===== src/spp_pkg.sv =====
// Shared types and constants for the sample packer ping-pong writer.
// No dependencies; every other file of the block refers to this package.
`default_nettype none

package spp_pkg;

   localparam int SAMPLE_W             = 10;
   localparam int WORD_W               = 32;
   localparam int INDEX_W              = 7;
   localparam int COUNT_W              = 10;
   localparam int WORDS_PER_BUFFER_DEF = 128;
   localparam int CSR_ADDR_W           = 3;
   localparam int CSR_DATA_W           = 32;

   localparam logic [COUNT_W-1:0] MAX_BLOCKS_RESET = COUNT_W'(10);
   localparam logic [COUNT_W-1:0] BLOCK_COUNT_MAX  = COUNT_W'(1023);

   // Command codes on the request channel
   localparam logic CMD_SAMPLE = 1'b0;
   localparam logic CMD_START  = 1'b1;

   // Register index, taken from the word address
   localparam logic REG_MAX_BLOCKS = 1'b0;

   // Position of the next sample inside its group of three
   localparam logic [1:0] PHASE_FIRST  = 2'd0;
   localparam logic [1:0] PHASE_SECOND = 2'd1;
   localparam logic [1:0] PHASE_THIRD  = 2'd2;

   typedef struct packed {
      logic [WORD_W-1:0]  packed_word;
      logic               buffer_half;
      logic [INDEX_W-1:0] word_index;
      logic               block_ready;
      logic [COUNT_W-1:0] block_count;
      logic               recording_done;
   } spp_result_type;

endpackage

`default_nettype wire


===== src/spp_packer.sv =====
// Sample grouping, word packing and buffer/block bookkeeping.
// Depends on spp_pkg for widths, codes and the result struct.
`default_nettype none

module spp_packer #(
   parameter int WORDS_PER_BUFFER = spp_pkg::WORDS_PER_BUFFER_DEF
) (
   input  wire logic                              clock,
   input  wire logic                              reset,
   input  wire logic                              accept,
   input  wire logic                              cmd,
   input  wire logic [spp_pkg::SAMPLE_W-1:0]      sample,
   input  wire logic [spp_pkg::COUNT_W-1:0]       max_blocks,
   output      logic                              emit,
   output      spp_pkg::spp_result_type           result
);

   localparam int CW = (WORDS_PER_BUFFER > 1) ? $clog2(WORDS_PER_BUFFER) : 1;
   localparam logic [CW-1:0] LAST_WORD = CW'(WORDS_PER_BUFFER - 1);

   logic [spp_pkg::SAMPLE_W-1:0] held0_ff, held0_in;
   logic [spp_pkg::SAMPLE_W-1:0] held1_ff, held1_in;
   logic [1:0]                   phase_ff, phase_in;
   logic [CW-1:0]                word_cnt_ff, word_cnt_in;
   logic                         half_ff, half_in;
   logic [spp_pkg::COUNT_W-1:0]  blocks_ff, blocks_in;
   logic                         recording_ff, recording_in;
   logic [CW+spp_pkg::INDEX_W-1:0] word_cnt_ext;

   assign word_cnt_ext = {{spp_pkg::INDEX_W{1'b0}}, word_cnt_ff};

   always_comb begin
      held0_in     = held0_ff;
      held1_in     = held1_ff;
      phase_in     = phase_ff;
      word_cnt_in  = word_cnt_ff;
      half_in      = half_ff;
      blocks_in    = blocks_ff;
      recording_in = recording_ff;
      emit         = 1'b0;

      result.packed_word    = {held0_ff, held1_ff, sample, 2'b00};
      result.buffer_half    = half_ff;
      result.word_index     = word_cnt_ext[spp_pkg::INDEX_W-1:0];
      result.block_ready    = 1'b0;
      result.block_count    = blocks_ff;
      result.recording_done = 1'b0;

      if (accept) begin
         if (cmd == spp_pkg::CMD_START) begin
            held0_in     = '0;
            held1_in     = '0;
            phase_in     = spp_pkg::PHASE_FIRST;
            word_cnt_in  = '0;
            half_in      = 1'b0;
            blocks_in    = '0;
            recording_in = 1'b1;
         end else if (recording_ff) begin
            case (phase_ff)
               spp_pkg::PHASE_FIRST: begin
                  held0_in = sample;
                  phase_in = spp_pkg::PHASE_SECOND;
               end
               spp_pkg::PHASE_SECOND: begin
                  held1_in = sample;
                  phase_in = spp_pkg::PHASE_THIRD;
               end
               default: begin
                  phase_in = spp_pkg::PHASE_FIRST;
                  emit     = 1'b1;
                  if (word_cnt_ff >= LAST_WORD) begin
                     word_cnt_in = '0;
                     half_in     = ~half_ff;
                     if (blocks_ff < spp_pkg::BLOCK_COUNT_MAX) begin
                        blocks_in = blocks_ff + spp_pkg::COUNT_W'(1);
                     end
                     result.block_ready = 1'b1;
                     result.block_count = blocks_in;
                     if (blocks_in >= max_blocks) begin
                        recording_in          = 1'b0;
                        result.recording_done = 1'b1;
                     end
                  end else begin
                     word_cnt_in = word_cnt_ff + CW'(1);
                  end
               end
            endcase
         end
      end
   end

   always_ff @(posedge clock) begin
      if (reset) begin
         held0_ff     <= '0;
         held1_ff     <= '0;
         phase_ff     <= spp_pkg::PHASE_FIRST;
         word_cnt_ff  <= '0;
         half_ff      <= 1'b0;
         blocks_ff    <= '0;
         recording_ff <= 1'b0;
      end else begin
         held0_ff     <= held0_in;
         held1_ff     <= held1_in;
         phase_ff     <= phase_in;
         word_cnt_ff  <= word_cnt_in;
         half_ff      <= half_in;
         blocks_ff    <= blocks_in;
         recording_ff <= recording_in;
      end
   end

endmodule

`default_nettype wire


===== src/spp_out_reg.sv =====
// Result register between the packer and the response channel.
// Depends on spp_pkg for the result struct.
`default_nettype none

module spp_out_reg (
   input  wire logic                    clock,
   input  wire logic                    reset,
   input  wire logic                    load,
   input  wire spp_pkg::spp_result_type load_data,
   output      logic                    space,
   output      logic                    out_valid,
   input  wire logic                    out_ready,
   output      spp_pkg::spp_result_type out_data
);

   logic                    valid_ff, valid_in;
   spp_pkg::spp_result_type data_ff, data_in;

   // Room when empty or when the held word leaves this cycle
   assign space = ~valid_ff | out_ready;

   always_comb begin
      valid_in = valid_ff;
      data_in  = data_ff;
      if (space) begin
         valid_in = load;
         if (load) begin
            data_in = load_data;
         end
      end
   end

   always_ff @(posedge clock) begin
      if (reset) begin
         valid_ff <= 1'b0;
      end else begin
         valid_ff <= valid_in;
      end
   end

   always_ff @(posedge clock) begin
      data_ff <= data_in;
   end

   assign out_valid = valid_ff;
   assign out_data  = data_ff;

endmodule

`default_nettype wire


===== src/sample_packer_ping_pong_writer_top.sv =====
// A word appears on rsp_ in the cycle after the third sample of its group is taken.
// Throughput: one request word per cycle; the single result register refills in the
// same cycle it drains, so req_ready only drops while a held result is stalled.
// Reset (synchronous, active high): not recording, all counters and halves cleared,
// max_blocks back to 10, result register empty.
`default_nettype none

module sample_packer_ping_pong_writer_top #(
   parameter int WORDS_PER_BUFFER = spp_pkg::WORDS_PER_BUFFER_DEF
) (
   input  wire logic                              clock,
   input  wire logic                              reset,
   // request channel
   input  wire logic                              req_valid,
   output      logic                              req_ready,
   input  wire logic                              req_cmd,
   input  wire logic [spp_pkg::SAMPLE_W-1:0]      req_sample,
   // response channel
   output      logic                              rsp_valid,
   input  wire logic                              rsp_ready,
   output      logic [spp_pkg::WORD_W-1:0]        rsp_packed_word,
   output      logic                              rsp_buffer_half,
   output      logic [spp_pkg::INDEX_W-1:0]       rsp_word_index,
   output      logic                              rsp_block_ready,
   output      logic [spp_pkg::COUNT_W-1:0]       rsp_block_count,
   output      logic                              rsp_recording_done,
   // register port
   input  wire logic                              csr_psel,
   input  wire logic                              csr_penable,
   input  wire logic                              csr_pwrite,
   input  wire logic [spp_pkg::CSR_ADDR_W-1:0]    csr_paddr,
   input  wire logic [spp_pkg::CSR_DATA_W-1:0]    csr_pwdata,
   output      logic [spp_pkg::CSR_DATA_W-1:0]    csr_prdata,
   output      logic                              csr_pready
);

   logic                         accept;
   logic                         emit;
   logic                         space;
   logic                         reg_index;
   logic [spp_pkg::COUNT_W-1:0]  max_blocks_ff, max_blocks_in;
   spp_pkg::spp_result_type      result;
   spp_pkg::spp_result_type      rsp_data;

   // ---------------------------------------------------------------
   // Register port: one register, max_blocks, at byte address 0.
   // Word address is paddr[2]; the low byte-lane bits are ignored.
   // ---------------------------------------------------------------
   assign csr_pready = 1'b1;
   assign reg_index  = csr_paddr[2];

   always_comb begin
      max_blocks_in = max_blocks_ff;
      if (csr_psel && csr_penable && csr_pwrite && reg_index == spp_pkg::REG_MAX_BLOCKS) begin
         max_blocks_in = csr_pwdata[spp_pkg::COUNT_W-1:0];
      end
   end

   always_ff @(posedge clock) begin
      if (reset) begin
         max_blocks_ff <= spp_pkg::MAX_BLOCKS_RESET;
      end else begin
         max_blocks_ff <= max_blocks_in;
      end
   end

   // Read back the limit, zero for addresses past the register list
   always_comb begin
      csr_prdata = '0;
      if (reg_index == spp_pkg::REG_MAX_BLOCKS) begin
         csr_prdata = {{(spp_pkg::CSR_DATA_W - spp_pkg::COUNT_W){1'b0}}, max_blocks_ff};
      end
   end

   // ---------------------------------------------------------------
   // Take a request whenever the result register has room; every
   // request word updates state, also yields a result, or (a sample while idle) is dropped.
   // ---------------------------------------------------------------
   assign req_ready = space;
   assign accept    = req_valid & req_ready;

   spp_packer #(
      .WORDS_PER_BUFFER (WORDS_PER_BUFFER)
   ) u_packer (
      .clock      (clock),
      .reset      (reset),
      .accept     (accept),
      .cmd        (req_cmd),
      .sample     (req_sample),
      .max_blocks (max_blocks_ff),
      .emit       (emit),
      .result     (result)
   );

   // Hold the finished word until the response side takes it
   spp_out_reg u_out_reg (
      .clock     (clock),
      .reset     (reset),
      .load      (emit),
      .load_data (result),
      .space     (space),
      .out_valid (rsp_valid),
      .out_ready (rsp_ready),
      .out_data  (rsp_data)
   );

   assign rsp_packed_word    = rsp_data.packed_word;
   assign rsp_buffer_half    = rsp_data.buffer_half;
   assign rsp_word_index     = rsp_data.word_index;
   assign rsp_block_ready    = rsp_data.block_ready;
   assign rsp_block_count    = rsp_data.block_count;
   assign rsp_recording_done = rsp_data.recording_done;

endmodule

`default_nettype wire


===== config.mk =====
export PLATFORM = sky130hd
export DESIGN_NAME = sample_packer_ping_pong_writer_top
export DESIGN_NICKNAME = d
export VERILOG_FILES = /design/src/spp_pkg.sv /design/src/spp_packer.sv /design/src/spp_out_reg.sv /design/src/sample_packer_ping_pong_writer_top.sv
export SDC_FILE = /design/constraint.sdc
export NUM_CORES = 1
export LEC_CHECK = 0
export BUFFER_PORTS_ARGS = -buffer_cell sky130_fd_sc_hd__buf_2
export CORE_MARGIN = 2
export CORE_UTILIZATION = 40
export DETAILED_ROUTE_END_ITERATION = 12
export GPL_TIMING_DRIVEN = 0
export HOLD_SLACK_MARGIN = 0.08
export MAX_ROUTING_LAYER = met4
export PLACE_DENSITY = 0.65
export SLEW_MARGIN = 20
export SYNTH_ARGS = -nofsm -noshare
export SYNTH_HDL_FRONTEND = slang
export SYNTH_SLANG_ARGS = --single-unit

===== constraint.sdc =====
create_clock -name clock -period 3.8 [get_ports clock]
set_input_delay 0.38 -clock clock [delete_from_list [all_inputs] [get_ports clock]]
set_output_delay 0.38 -clock clock [all_outputs]
set_load 0.03 [all_outputs]

# Yosys cells after proc, flatten, opt, wreduce, memory -nomap -nowiden
# Cells that the tools add are included.
[word_totals]
reg_bits = 102
elab_cells = 90
[classes]
addsub = 2
order_cmp = 3
n_eq_ne = 2
muxes = 43
bitwise = 8
n_reduce_logical = 17
[ops]
columns = ["operator", "count"]
rows = [
  ["2-to-1 mux 10 bit", 17],
  ["2-to-1 mux 11 bit", 4],
  ["2-to-1 mux 7 bit", 4],
  ["2-to-1 mux 1 bit", 14],
  ["2-to-1 mux 12 bit", 1],
  ["adder 10 x 1 -> 10 bit (second input constant)", 1],
  [">= comparator 10 bit", 1],
  ["less-than comparator 10 bit (second input constant)", 1],
  ["AND reduction 3 bit", 3],
  ["nonzero test 2 bit", 4],
  ["adder 7 x 1 -> 7 bit (second input constant)", 1],
  [">= comparator 7 bit (second input constant)", 1],
  ["inverter 1 bit", 6],
  ["OR reduction 6 bit", 1],
  ["OR reduction 5 bit", 1],
  ["2-to-1 mux 2 bit", 2],
  ["one-hot mux 2 bit (2 select lines)", 1],
  ["AND reduction 2 bit", 2],
  ["AND reduction 4 bit", 1],
  ["logical AND 1 bit", 3],
  ["== test 2 x 1 -> 1 bit (second input constant)", 1],
  ["zero test 2 bit", 1],
  ["!= test 2 x 1 -> 1 bit (second input constant)", 1],
  ["OR reduction 2 bit", 1],
  ["2 further kinds", 2],
]

# Depth between registers and ports, before layout
# Gate-level depths: netlist of the first run.
[depth]
depth_word = 14
depth_mapped = 11
mapped_depth_nobuf = 11

# Modules after synthesis
# A second synthesis of the first run with hierarchy kept.
[unflattened]
cells_unflattened = 429
area_unflattened_um2 = 4758.3
[modules_own_cells]
columns = ["module", "n_inst", "cells_per_inst", "area_each_um2", "seq_area_each_um2"]
rows = [
  ["spp_packer", 1, 291, 2444.8, 820.8],
  ["spp_out_reg", 1, 57, 1616.6, 1581.5],
  ["sample_packer_ping_pong_writer_top", 1, 81, 696.9, 200.2],
]

# Worst setup path after synthesis of the first run
# Ideal clock, no wire load.
[synth_timing]
path_type = "input to register"
startpoint = "input port req_cmd"
endpoint = "register u_out_reg.data_ff (netlist bit u_out_reg.out_data[2]) (data pin)"
arrival_time_ps = 2876
required_time_ps = 3538
setup_slack_ps = 662
path_stages = 6
path_buffers = 1
path_cell_list = "buf_2 -> nand3b_4 -> nor3_4 -> nand2_1 -> nor2_2 -> mux2_1"
[synth_rtl]
columns = ["item", "line", "source"]
rows = [
  ["from (decl)", "sample_packer_ping_pong_writer_top.sv:16", "input wire logic req_cmd,"],
  ["to (signal assigned)", "spp_out_reg.sv:42", "data_ff <= data_in;"],
  ["to (decl)", "spp_out_reg.sv:17", "spp_pkg::spp_result_type data_ff, data_in;"],
]

# Worst setup path after layout of the first run
[layout_timing]
startpoint = "register u_packer.blocks_ff[0] (netlist bit)"
endpoint = "register u_out_reg.data_ff (netlist bit u_out_reg.out_data[0]) (data pin)"
[layout_via]
elab_chain_cells = 9
word_cells_on_any_way = 10
cone_classes = "1 x add/sub; 2 x order compare; 7 x mux"
[layout_lines]
columns = ["item", "line", "source"]
rows = [
  ["from (decl)", "spp_packer.sv:26", "logic [spp_pkg::COUNT_W-1:0] blocks_ff, blocks_in;"],
  ["from (signal assigned)", "spp_packer.sv:107", "blocks_ff <= blocks_in;"],
  ["adder 10 x 1 -> 10 bit / less-than comparator 10 bit (equally long branches)", "spp_packer.sv:75, spp_packer.sv:74", ""],
  ["2-to-1 mux 10 bit *", "spp_packer.sv:74", "if (blocks_ff < spp_pkg::BLOCK_COUNT_MAX) begin"],
  ["2-to-1 mux 10 bit *", "spp_packer.sv:71", "if (word_cnt_ff >= LAST_WORD) begin"],
  ["2-to-1 mux 10 bit *", "spp_packer.sv:59", "case (phase_ff)"],
  ["2-to-1 mux 10 bit *", "spp_packer.sv:58", "end else if (recording_ff) begin"],
  ["2-to-1 mux 10 bit *", "spp_packer.sv:50", "if (cmd == spp_pkg::CMD_START) begin"],
  ["2-to-1 mux 10 bit *", "spp_packer.sv:49", "if (accept) begin"],
  [">= comparator 10 bit *", "spp_packer.sv:79", "if (blocks_in >= max_blocks) begin"],
  ["2-to-1 mux 1 bit *", "spp_packer.sv:79", ""],
]
# Every way passes the cells marked *; elsewhere a longest branch is shown, timed or not. The select of a mux whose other input is x is not followed.
# A chain may end at the register's enable or synchronous reset.

==> results.json, run 1 <==
{
  "worstSkewPairLatency_ns": 0.37,
  "antenna_found_initial": 0,
  "cp_slowest_cell": "dfxtp_1",
  "clockBufferDepth": 2,
  "yosys-top-cells-area": "edfxtp_1 (34%), dfxtp_1 (24%), buf_4 (4.3%)",
  "io_buffers": 89,
  "final_area_mm2": 0.00533,
  "synth.avg_cell_area_um2": 10.9,
  "grt_setup_unrepaired": "false",
  "ys_types": 54,
  "dp_hpwl_um": 6590,
  "firstDrtPassIters": 5,
  "synth-seq-area-share_pct": 58.4,
  "vias_per_cell": 4.80,
  "routed-via-count": 3215,
  "grt_pass1_wl_um": 13600,
  "synth-edff-count": 50,
  "start_util_pct": 40.5,
  "hold_class": "primary input to register",
  "final.setup.tns_ns": 0,
  "grt-ovfl-total": 0,
  "gp_congestion": 0.852,
  "layout-drive-gt1-share_pct": 28.5,
  "cap_violations": 0,
  "crit_path_end_kind": "register",
  "setup_viol": 0,
  "diodes": 0,
  "clkTransAtPathRegs_ns": 0.10,
  "num_rows": 38,
  "layout.nets": 591,
  "slew_headroom_pct": 42.3,
  "start_kind": "register",
  "clock_sinks": 102,
  "holdWs_ns": 0.215,
  "grt_max_degree": 19,
  "fp.dieW_um": 108,
  "power.density_mw_per_mm2": 377,
  "max_freq_mhz": 336,
  "period_needed_ns": 2.97,
  "critPathArrivalTime_ns": 3.08,
  "io_pins": 140,
  "worstPathRequired_ns": 3.91,
  "cts_setup_buffers": 0,
  "ys_warn_count": 0,
  "wl_per_cell_um": 13.3,
  "finalMaxSlewViolations": 0,
  "cts_made_buffers": 9,
  "outcome": "finished, final reports clean",
  "area_growth_pct": 22.5,
  "synth_common_cells": "dfxtp_1 (52), edfxtp_1 (50), nor2_1 (50), nand2_1 (36), buf_4 (25)",
  "synth_ff_type": "dfxtp_1",
  "dr.first_iter.drc_count": 145,
  "coreArea_mm2": 0.0107,
  "fin_crit_sh_pct": 78.2,
  "yosysMostFrequentCell": "dfxtp_1",
  "critical_path_class": "register to register",
  "cp_slowest_stage_delay_ns": 0.46,
  "first_global_vias": 2830,
  "place_area_mm2": 0.00512,
  "ir_drop_mv": 0.149,
  "hold_violations": 0,
  "synth_seq_cells": 102,
  "finalWirelength_um": 8900,
  "tritoncts": "built",
  "crit_chain": "ha_1 > nand2_1 > nor3_4 > or3_1 > nand2_1 > ha_1 > a21o_1 > a21oi_1 > o221ai_1 > a21oi_1 > nor2_1",
  "dieArea_mm2": 0.0117,
  "cts_root_buffer": "clkbuf_8",
  "leakage_nw": 2.17,
  "cts_resized": 0,
  "skew_ns": 0.0119,
  "tightest_slew_ns": 0.859,
  "detail-route-antenna-nets": 0,
  "drc": 0,
  "ctsHtreeMaxLevel": 3,
  "worstPathMaxFanout": 9,
  "cts_hold_buf": 0,
  "async_reset_ff_share_pct": 0,
  "grt_usage_pct": 15.7,
  "yosysTopAreaCellShare_pct": 34.5,
  "yosysTopAreaCell": "edfxtp_1",
  "netlist_instances": 399,
  "synth_area_mm2": 0.00435,
  "die_y_um": 108
}
==> per-layer routing <==
metal | vias to the layer above | GRT usage (%) | wire (um)
li1 | 1615 | - | -
met1 | 1458 | 21.0 | 4210
met2 | 130 | 22.3 | 3820
met3 | 12 | 3.86 | 696
met4 | 0 | 7.69 | 172
met5 | - | - | 0
==> worst max-delay path: cells and delay by family (launching register included) <==
family	cells	cell delay, ns
AND/OR/NAND/NOR	5	0.94
AO/OA/AOI/OAI	4	0.75
adder cells (fa/ha/maj)	2	0.57
flip-flops	1	0.46
==> cells in the final DEF, fill, tap and decap left out, types with 3 or more instances in the layout <==
master | synthesis | routed
a21o_1 | 4 | 4
nor2_1 | 50 | 50
a22oi_1 | 20 | 20
a21oi_1 | 22 | 22
nor3_1 | 5 | 5
ha_1 | 12 | 12
mux2i_1 | 3 | 3
nand2b_1 | 5 | 5
clkbuf_1 | 6 | 6
nand4_1 | 3 | 3
xor2_1 | 5 | 5
clkbuf_8 | 0 | 10
buf_2 | 3 | 92
o21ai_0 | 13 | 13
edfxtp_1 | 50 | 50
inv_1 | 24 | 24
nor2b_1 | 3 | 3
inv_8 | 0 | 4
buf_8 | 0 | 4
o211ai_1 | 4 | 4
dfxtp_1 | 52 | 52
buf_4 | 25 | 25
nand3_1 | 4 | 4
o2bb2ai_1 | 5 | 5
o21a_1 | 3 | 3
conb_1 | 2 | 25
nand2_1 | 36 | 36
==> per-stage QoR <==
stage / utilization, % / total power, mW / cells / worst slack, ns
after floorplan: - / 1.27 / 422 / 0.662
after detailed placement: 47.7 / 1.31 / 655 / 0.878
after CTS: 49.6 / 2.03 / 670 / 0.860
after global placement: 47.1 / 1.30 / 651 / -0.330
final: 49.6 / 2.01 / 670 / 0.828
after global routing: 49.6 / 2.08 / 670 / 0.592
==> flip-flops by register name (all words and copies together) (netlist names) <==
name / count
max_blocks_ff: 10
u_out_reg.out_data: 50
u_out_reg.out_valid: 1
u_packer.blocks_ff: 10
u_packer.half_ff: 1
u_packer.held0_ff: 10
u_packer.held1_ff: 10
u_packer.phase_ff: 2
u_packer.recording_ff: 1
u_packer.word_cnt_ff: 7
==> logic make-up (layout without fill, tap and decap cells) <==
kind of cell	count (synthesis)	after routing	share of synthesized area, %
multiplexers	6	6	1.64
adder cells (fa/ha/maj)	12	12	3.45
AO/OA/AOI/OAI	82	82	12.4
flip-flops	102	102	58.4
XOR/XNOR	7	7	1.41
buffers and inverters	60	168	7.59
AND/OR/NAND/NOR	128	128	14.9
other	2	25	0.172
==> cell type report <==
class / count / area, um2
inverters: 24 / 90.1
clock buffers: 10 / 138
clock inverters: 5 / 75.1
multi-input cells: 260 / 1570
flip-flops and latches: 102 / 2540
plain buffers: 36 / 240
repair buffers: 93 / 505
fillers: 986 / 5410
well taps: 140 / 175
==> path summary, 6_finish.rpt <==
path,slack (ns),start,to,cells after the start
worst max-delay path,0.83,u_packer.blocks_ff[0]$_SDFFE_PP0P_,u_out_reg.out_data[0]$_SDFFCE_PP0P_,11
worst min-delay path,0.21,req_sample[0],u_out_reg.out_data[22]$_DFFE_PP_,1
worst max register to register,0.83,u_packer.blocks_ff[0]$_SDFFE_PP0P_,u_out_reg.out_data[0]$_SDFFCE_PP0P_,11
worst min register to register,0.44,u_packer.held1_ff[1]$_SDFFE_PP0P_,u_out_reg.out_data[33]$_DFFE_PP_,0
==> power by group <==
| part | total, mW | switching, mW | internal, mW | leakage [nW] |
|---|---|---|---|---|
| clock network | 0.728 | 0.390 | 0.338 | 0.110 |
| registers | 1.15 | 0.00376 | 1.15 | 0.806 |
| logic | 0.129 | 0.0864 | 0.0428 | 1.25 |
Power figures use the tool's default switching activity.
==> run 2, diff against run 1 <==
--- a/config.mk
+++ b/config.mk
@@ -5,6 +5,7 @@
 export SDC_FILE = /design/constraint.sdc
 export NUM_CORES = 1
 export LEC_CHECK = 0
+export ABC_AREA = 1
 export BUFFER_PORTS_ARGS = -buffer_cell sky130_fd_sc_hd__buf_2
 export CORE_MARGIN = 2
 export CORE_UTILIZATION = 40
==> constraint.sdc (replaced) <==
create_clock -name clock -period 3.05 [get_ports clock]
set_input_delay 0.305 -clock clock [delete_from_list [all_inputs] [get_ports clock]]
set_output_delay 0.305 -clock clock [all_outputs]
set_load 0.03 [all_outputs]
==> results.json, run 2 <==
{
  "routed-via-count": 3412,
  "clockBufferDepth": 2,
  "diodes": 0,
  "total_power_mw": 2.73,
  "hold_class": "primary input to register",
  "worstPathMaxFanout": 5,
  "route.met2.wl_um": 4430,
  "tightest_slew_ns": 0.555,
  "synth_common_cells": "nand2_1 (111), dfxtp_1 (52), edfxtp_1 (50), inv_1 (45), a21oi_1 (41)",
  "hold_violations": 0,
  "die_y_um": 110,
  "cts_setup_buffers": 0,
  "finalWirelength_um": 8980,
  "holdWs_ns": 0.150,
  "grt_pass1_wl_um": 14600,
  "start_kind": "register",
  "yosysMostFrequentCell": "nand2_1",
  "cp_slowest_cell": "dfxtp_1",
  "rr_startpoint": "u_packer.blocks_ff[0]$_SDFFE_PP0P_",
  "finalMaxSlewViolations": 0,
  "worstPathRequired_ns": 3.16,
  "synth_seq_cells": 102,
  "min-delay-start": "req_sample[6]",
  "skew_ns": 0.00791,
  "ys_types": 35,
  "grt-ovfl-total": 0,
  "highest_layer": "met4",
  "detail-route-antenna-nets": 0,
  "firstDrtPassIters": 4,
  "synth_ff_type": "dfxtp_1",
  "final_common_cell": "nand2_1",
  "cts_made_buffers": 9,
  "dieArea_mm2": 0.0121,
  "netlist_instances": 478,
  "wl_met3_um": 546,
  "synth-edff-count": 50,
  "ctsHtreeMaxLevel": 3,
  "yosys-top-cells-area": "edfxtp_1 (33%), dfxtp_1 (23%), nand2_1 (9.2%)",
  "crit_chain": "ha_1 > nand3_1 > inv_1 > nand2_2 > nand2_1 > nand2_1 > inv_1 > ha_1 > a21o_1 > nor2_1 > nand3_1 > nand2_1 > inv_1",
  "layout.nets": 667,
  "multi_input_area_mm2": 0.00160,
  "outcome": "finished, final reports clean",
  "slew_headroom_pct": 63.0,
  "max_freq_mhz": 424,
  "crit_path_end_kind": "register",
  "dp_slack_ns": 0.674,
  "fp.dieW_um": 110,
  "yosysTopAreaCell": "edfxtp_1",
  "ys_warn_count": 0,
  "coreArea_mm2": 0.0109,
  "wl_met1_um": 3940,
  "grt_setup_unrepaired": "false",
  "synth.avg_cell_area_um2": 9.43,
  "synth_area_mm2": 0.00451,
  "tritoncts": "built",
  "r2r_cells": 13,
  "cap_violations": 0,
  "holdPathEnd": "u_out_reg.out_data[28]$_DFFE_PP_",
  "gp_congestion": 0.825,
  "drc": 0,
  "vias_per_cell": 4.57,
  "wl_per_cell_um": 12.0,
  "critical_path_class": "register to register",
  "cp_slowest_stage_delay_ns": 0.42,
  "layout-drive-gt1-share_pct": 29.2,
  "final.setup.tns_ns": 0,
  "regArea_mm2": 0.00254,
  "reg2reg_slack_ns": 0.69,
  "hold_depth": 1,
  "rr_endpoint": "u_out_reg.out_data[0]$_SDFFCE_PP0P_",
  "worstSkewPairLatency_ns": 0.34,
  "io_pins": 140,
  "grt_max_degree": 27,
  "io_buffers": 88,
  "synth-seq-area-share_pct": 56.4,
  "first_global_vias": 3167,
  "final_cell_mix": "nand2_1 (111), buf_2 (89), dfxtp_1 (52)",
  "clkTransAtPathRegs_ns": 0.07,
  "clock_sinks": 102,
  "yosysTopAreaCellShare_pct": 33.3,
  "dr.first_iter.drc_count": 146,
  "num_rows": 38,
  "largest_reg_flops": 50,
  "dp_hpwl_um": 6940,
  "period_needed_ns": 2.36,
  "final.fill_count": 1015,
  "fin_crit_sh_pct": 77.3,
  "power.density_mw_per_mm2": 492,
  "fin_ws_ns": 0.693,
  "ir_drop_mv": 0.238,
  "grt_usage_pct": 16.1,
  "critPathArrivalTime_ns": 2.47,
  "setup_viol": 0,
  "cts_root_buffer": "clkbuf_16",
  "async_reset_ff_share_pct": 0,
  "cts_resized": 0,
  "leakage_nw": 2.50,
  "area_growth_pct": 23.2,
  "start_util_pct": 41.2,
  "cts_hold_buf": 0,
  "antenna_found_initial": 0
}
run 2: cell count changes after synthesis, moves of 6 or more:
cell     delta
nand2_2     +9
a22oi_1    -20
a21oi_1    +19
inv_1      +21
nor2_1     -14
nand2_1    +75
o21ai_1     +6
inv_2       +6
nand3_1    +14
run 2: worst max-delay path, delay by kind of cell (launching register included):
kind	cells	cell delay [ns]
buffers and inverters	3	0.28
and+or+nand+nor	7	0.82
AOI/OAI and AO/OA	1	0.16
DFF	1	0.42
adders and majority gates	2	0.45
run 2: report_power, final:
part	internal, mW	switching, mW
registers	1.44	0.00438
clock network	0.575	0.537
logic	0.0582	0.122
run 2: final cells by class:
class / count / share of cell area [%]
Sequential cell: 102 / 45.8
Multi-Input combinational cell: 311 / 28.8
Buffer: 36 / 4.49
Clock inverter: 7 / 1.15
Clock buffer: 9 / 4.06
Tap cell: 140 / 3.16
Timing Repair Buffer: 90 / 8.92
Inverter: 52 / 3.61
run 2: per-layer routing:
layer  global-route usage, %  vias up
li1                        -     1759
met5                       -        -
met1                    18.8     1550
met3                    4.23        5
met2                    27.7       98
met4                    4.11        0
run 2: worst max-delay path by stage:
stage,start,to,slack [ns],cells past startpoint
detailed placement,u_packer.blocks_ff[1]$_SDFFE_PP0P_,u_out_reg.out_data[0]$_SDFFCE_PP0P_,0.67,13
global route,u_packer.blocks_ff[2]$_SDFFE_PP0P_,u_packer.recording_ff$_SDFFE_PP0P_,0.42,15
floorplan,u_out_reg.out_valid$_SDFFE_PP0N_,u_out_reg.out_data[2]$_DFFE_PP_,0.59,10
global placement,rsp_ready,u_out_reg.out_data[7]$_DFFE_PP_,0.26,9
CTS,u_packer.blocks_ff[0]$_SDFFE_PP0P_,u_packer.recording_ff$_SDFFE_PP0P_,0.66,14
finish,u_packer.blocks_ff[0]$_SDFFE_PP0P_,u_out_reg.out_data[0]$_SDFFCE_PP0P_,0.69,13
run 2: through the flow:
step           utilization, %  instances  instance area [um2]
2_1_floorplan               -        501                 4590
3_3_place_gp             47.6        729                 5210
3_5_place_dp             48.1        731                 5260
4_1_cts                  50.8        747                 5550
5_1_grt                  50.8        747                 5550
6_report                 50.8        747                 5550
run 2: kinds of logic (layout without fill, tap and decap cells):
group	count (synthesis)	count (layout)	share of synthesized area [%]
and+or+nand+nor	196	196	20.3
DFF	102	102	56.4
buffers and inverters	88	194	9.97
AOI/OAI and AO/OA	77	77	9.64
adders and majority gates	12	12	3.33
other	2	25	0.167
xor gates and xnor gates	1	1	0.194
==> run 3, diff against run 2 <==
--- a/config.mk
+++ b/config.mk
@@ -5,7 +5,7 @@
 export SDC_FILE = /design/constraint.sdc
 export NUM_CORES = 1
 export LEC_CHECK = 0
-export ABC_AREA = 1
+export ABC_AREA = 0
 export BUFFER_PORTS_ARGS = -buffer_cell sky130_fd_sc_hd__buf_2
 export CORE_MARGIN = 2
 export CORE_UTILIZATION = 40
==> constraint.sdc (replaced) <==
create_clock -name clock -period 2.2 [get_ports clock]
set_input_delay 0.22 -clock clock [delete_from_list [all_inputs] [get_ports clock]]
set_output_delay 0.22 -clock clock [all_outputs]
set_load 0.03 [all_outputs]
==> results.json, run 3 (synthesis gave the netlist of run 1 again) <==
{
  "outcome": "finished, violations left",
  "violations": "setup timing",
  "hold_class": "primary input to register",
  "io_buffers": 89,
  "skew_ns": 0.0139,
  "fin_util_pct": 54.8,
  "grt_max_degree": 21,
  "power.switching_mw": 0.865,
  "final.fill_count": 947,
  "clock_sinks": 102,
  "dp_slack_ns": -0.554,
  "finalWirelength_um": 9420,
  "diodes": 0,
  "fin_crit_sh_pct": 103,
  "area_growth_pct": 35.1,
  "power.internal_mw": 2.75,
  "coreArea_mm2": 0.0107,
  "die_y_um": 108,
  "grt-ovfl-total": 0,
  "worstSkewPairLatency_ns": 0.37,
  "ctsHtreeMaxLevel": 3,
  "setup_viol": 2,
  "wl_per_cell_um": 13.3,
  "drc": 0,
  "tightest_slew_ns": 0.826,
  "detail-route-antenna-nets": 0,
  "start_kind": "register",
  "start_util_pct": 40.5,
  "hold_violations": 0,
  "layout-drive-gt1-share_pct": 36.9,
  "grt_pass1_wl_um": 15200,
  "dp_hpwl_um": 6510,
  "slew_headroom_pct": 44.6,
  "routed-via-count": 3346,
  "final_common_cell": "buf_2",
  "total_power_mw": 3.62,
  "dieArea_mm2": 0.0117,
  "cp_slowest_cell": "dfxtp_4",
  "leakage_nw": 2.38,
  "gp_congestion": 0.793,
  "vias_per_cell": 4.74,
  "power.share.clock_pct": 38.2,
  "ir_drop_mv": 0.457,
  "critPathArrivalTime_ns": 2.54,
  "period_needed_ns": 2.28,
  "cts_root_buffer": "clkbuf_8",
  "grt_usage_pct": 17.1,
  "p_comb_share_pct": 6.9,
  "layout.nets": 626,
  "dr.first_iter.drc_count": 141,
  "fin_ws_ns": -0.0750,
  "tritoncts": "built",
  "io_pins": 140,
  "reg2reg_slack_ns": -0.08,
  "final_cell_mix": "buf_2 (91), edfxtp_1 (50), nor2_1 (48)",
  "grt_setup_unrepaired": "true",
  "worstPathRequired_ns": 2.47,
  "clkTransAtPathRegs_ns": 0.11,
  "clockBufferDepth": 2,
  "cap_violations": 0,
  "place_area_mm2": 0.00515,
  "critical_path_class": "register to register",
  "p_sw_share_pct": 23.9,
  "largest_reg_flops": 50,
  "seq_power_share_pct": 54.9,
  "crit_path_end_kind": "register",
  "worstPathMaxFanout": 4,
  "max_freq_mhz": 440,
  "num_rows": 38,
  "firstDrtPassIters": 4,
  "power.density_mw_per_mm2": 615,
  "cts_made_buffers": 9,
  "antenna_found_initial": 0,
  "finalMaxSlewViolations": 0,
  "crit_chain": "ha_4 > nand2_4 > nor3_4 > buf_6 > buf_6 > nor2_4 > nor2_2 > ha_2 > a21o_1 > a21oi_2 > o221ai_2 > a21oi_2 > buf_4 > o21a_1",
  "final_area_mm2": 0.00588,
  "first_global_vias": 3234,
  "fp.dieW_um": 108,
  "cp_slowest_stage_delay_ns": 0.37
}
run 3: cell count changes in the layout (fill, tap and decap cells not counted), sizes merged, moves of 5 or more:
cell / before / now
a22oi: 0 / 20
nor2: 46 / 52
nand2b: 0 / 5
inv: 56 / 25
o21ai: 26 / 16
dlygate4sd3: 0 / 15
a21oi: 45 / 22
nand3: 21 / 6
o2bb2ai: 0 / 5
nand2: 122 / 37
buf: 119 / 143
run 3: final cells by class:
cell class	instances	area, um2	area share (%)
plain buffers	36	254	4.32
inverters	24	90.1	1.53
repair buffers	128	806	13.7
flip-flops and latches	102	2570	43.6
well taps	140	175	2.98
clock inverters	7	129	2.19
multi-input cells	260	1740	29.6
clock buffers	9	124	2.11
run 3: worst max-delay path: cells and delay by family (launching register included):
family / cells / cell delay, ns
and+or+nand+nor: 4 / 0.42
adders and majority gates: 2 / 0.34
buffers and inverters: 3 / 0.39
AOI/OAI and AO/OA: 5 / 0.64
DFF: 1 / 0.37
run 3: final timing paths:
kind                                 startpoint                                 end  cells after the start
min                               csr_pwdata[1]       max_blocks_ff[1]$_SDFFE_PP1P_                      3
max          u_packer.blocks_ff[0]$_SDFFE_PP0P_  u_packer.recording_ff$_SDFFE_PP0P_                     14
min reg2reg   u_packer.held1_ff[6]$_SDFFE_PP0P_    u_out_reg.out_data[38]$_DFFE_PP_                      0
max reg2reg  u_packer.blocks_ff[0]$_SDFFE_PP0P_  u_packer.recording_ff$_SDFFE_PP0P_                     14
run 3: layer usage:
layer	share of wire [%]	wire [um]	GRT usage (%)
met5	0	0	-
met4	1.2	112	6.14
met3	5.4	505	3.32
met2	48	4540	26.9
met1	45	4270	22.2
run 3: power groups by stage:
stage / Combinational, mW / Sequential, mW / Clock (mW)
2_1_floorplan: 0.165 / 2.03 / 0
3_3_place_gp: 0.219 / 2.03 / 0
3_5_place_dp: 0.223 / 2.03 / 0
4_1_cts: 0.245 / 1.99 / 1.42
5_1_grt: 0.270 / 1.99 / 1.51
6_report: 0.249 / 1.99 / 1.38
run 3: repair_timing:
| action | CTS | global route |
|---|---|---|
| gates resized for setup | 33 | 9 |
| hold buffers | 14 | 1 |
| hold endpoints to repair | 14 | 1 |
| buffers inserted | 21 | 0 |
| pin swaps | 16 | 2 |
| setup endpoints to repair | 5 | 4 |
run 3: metrics by stage:
stage | instances | hold WS, ns | TNS, ns
2_1_floorplan | 422 | 0.319 | -12.61
3_3_place_gp | 651 | 0.414 | -60.22
3_5_place_dp | 654 | 0.416 | -1.17
4_1_cts | 705 | 0.0805 | -0.131
5_1_grt | 706 | 0.0818 | -0.404
6_report | 706 | 0.0876 | -0.127
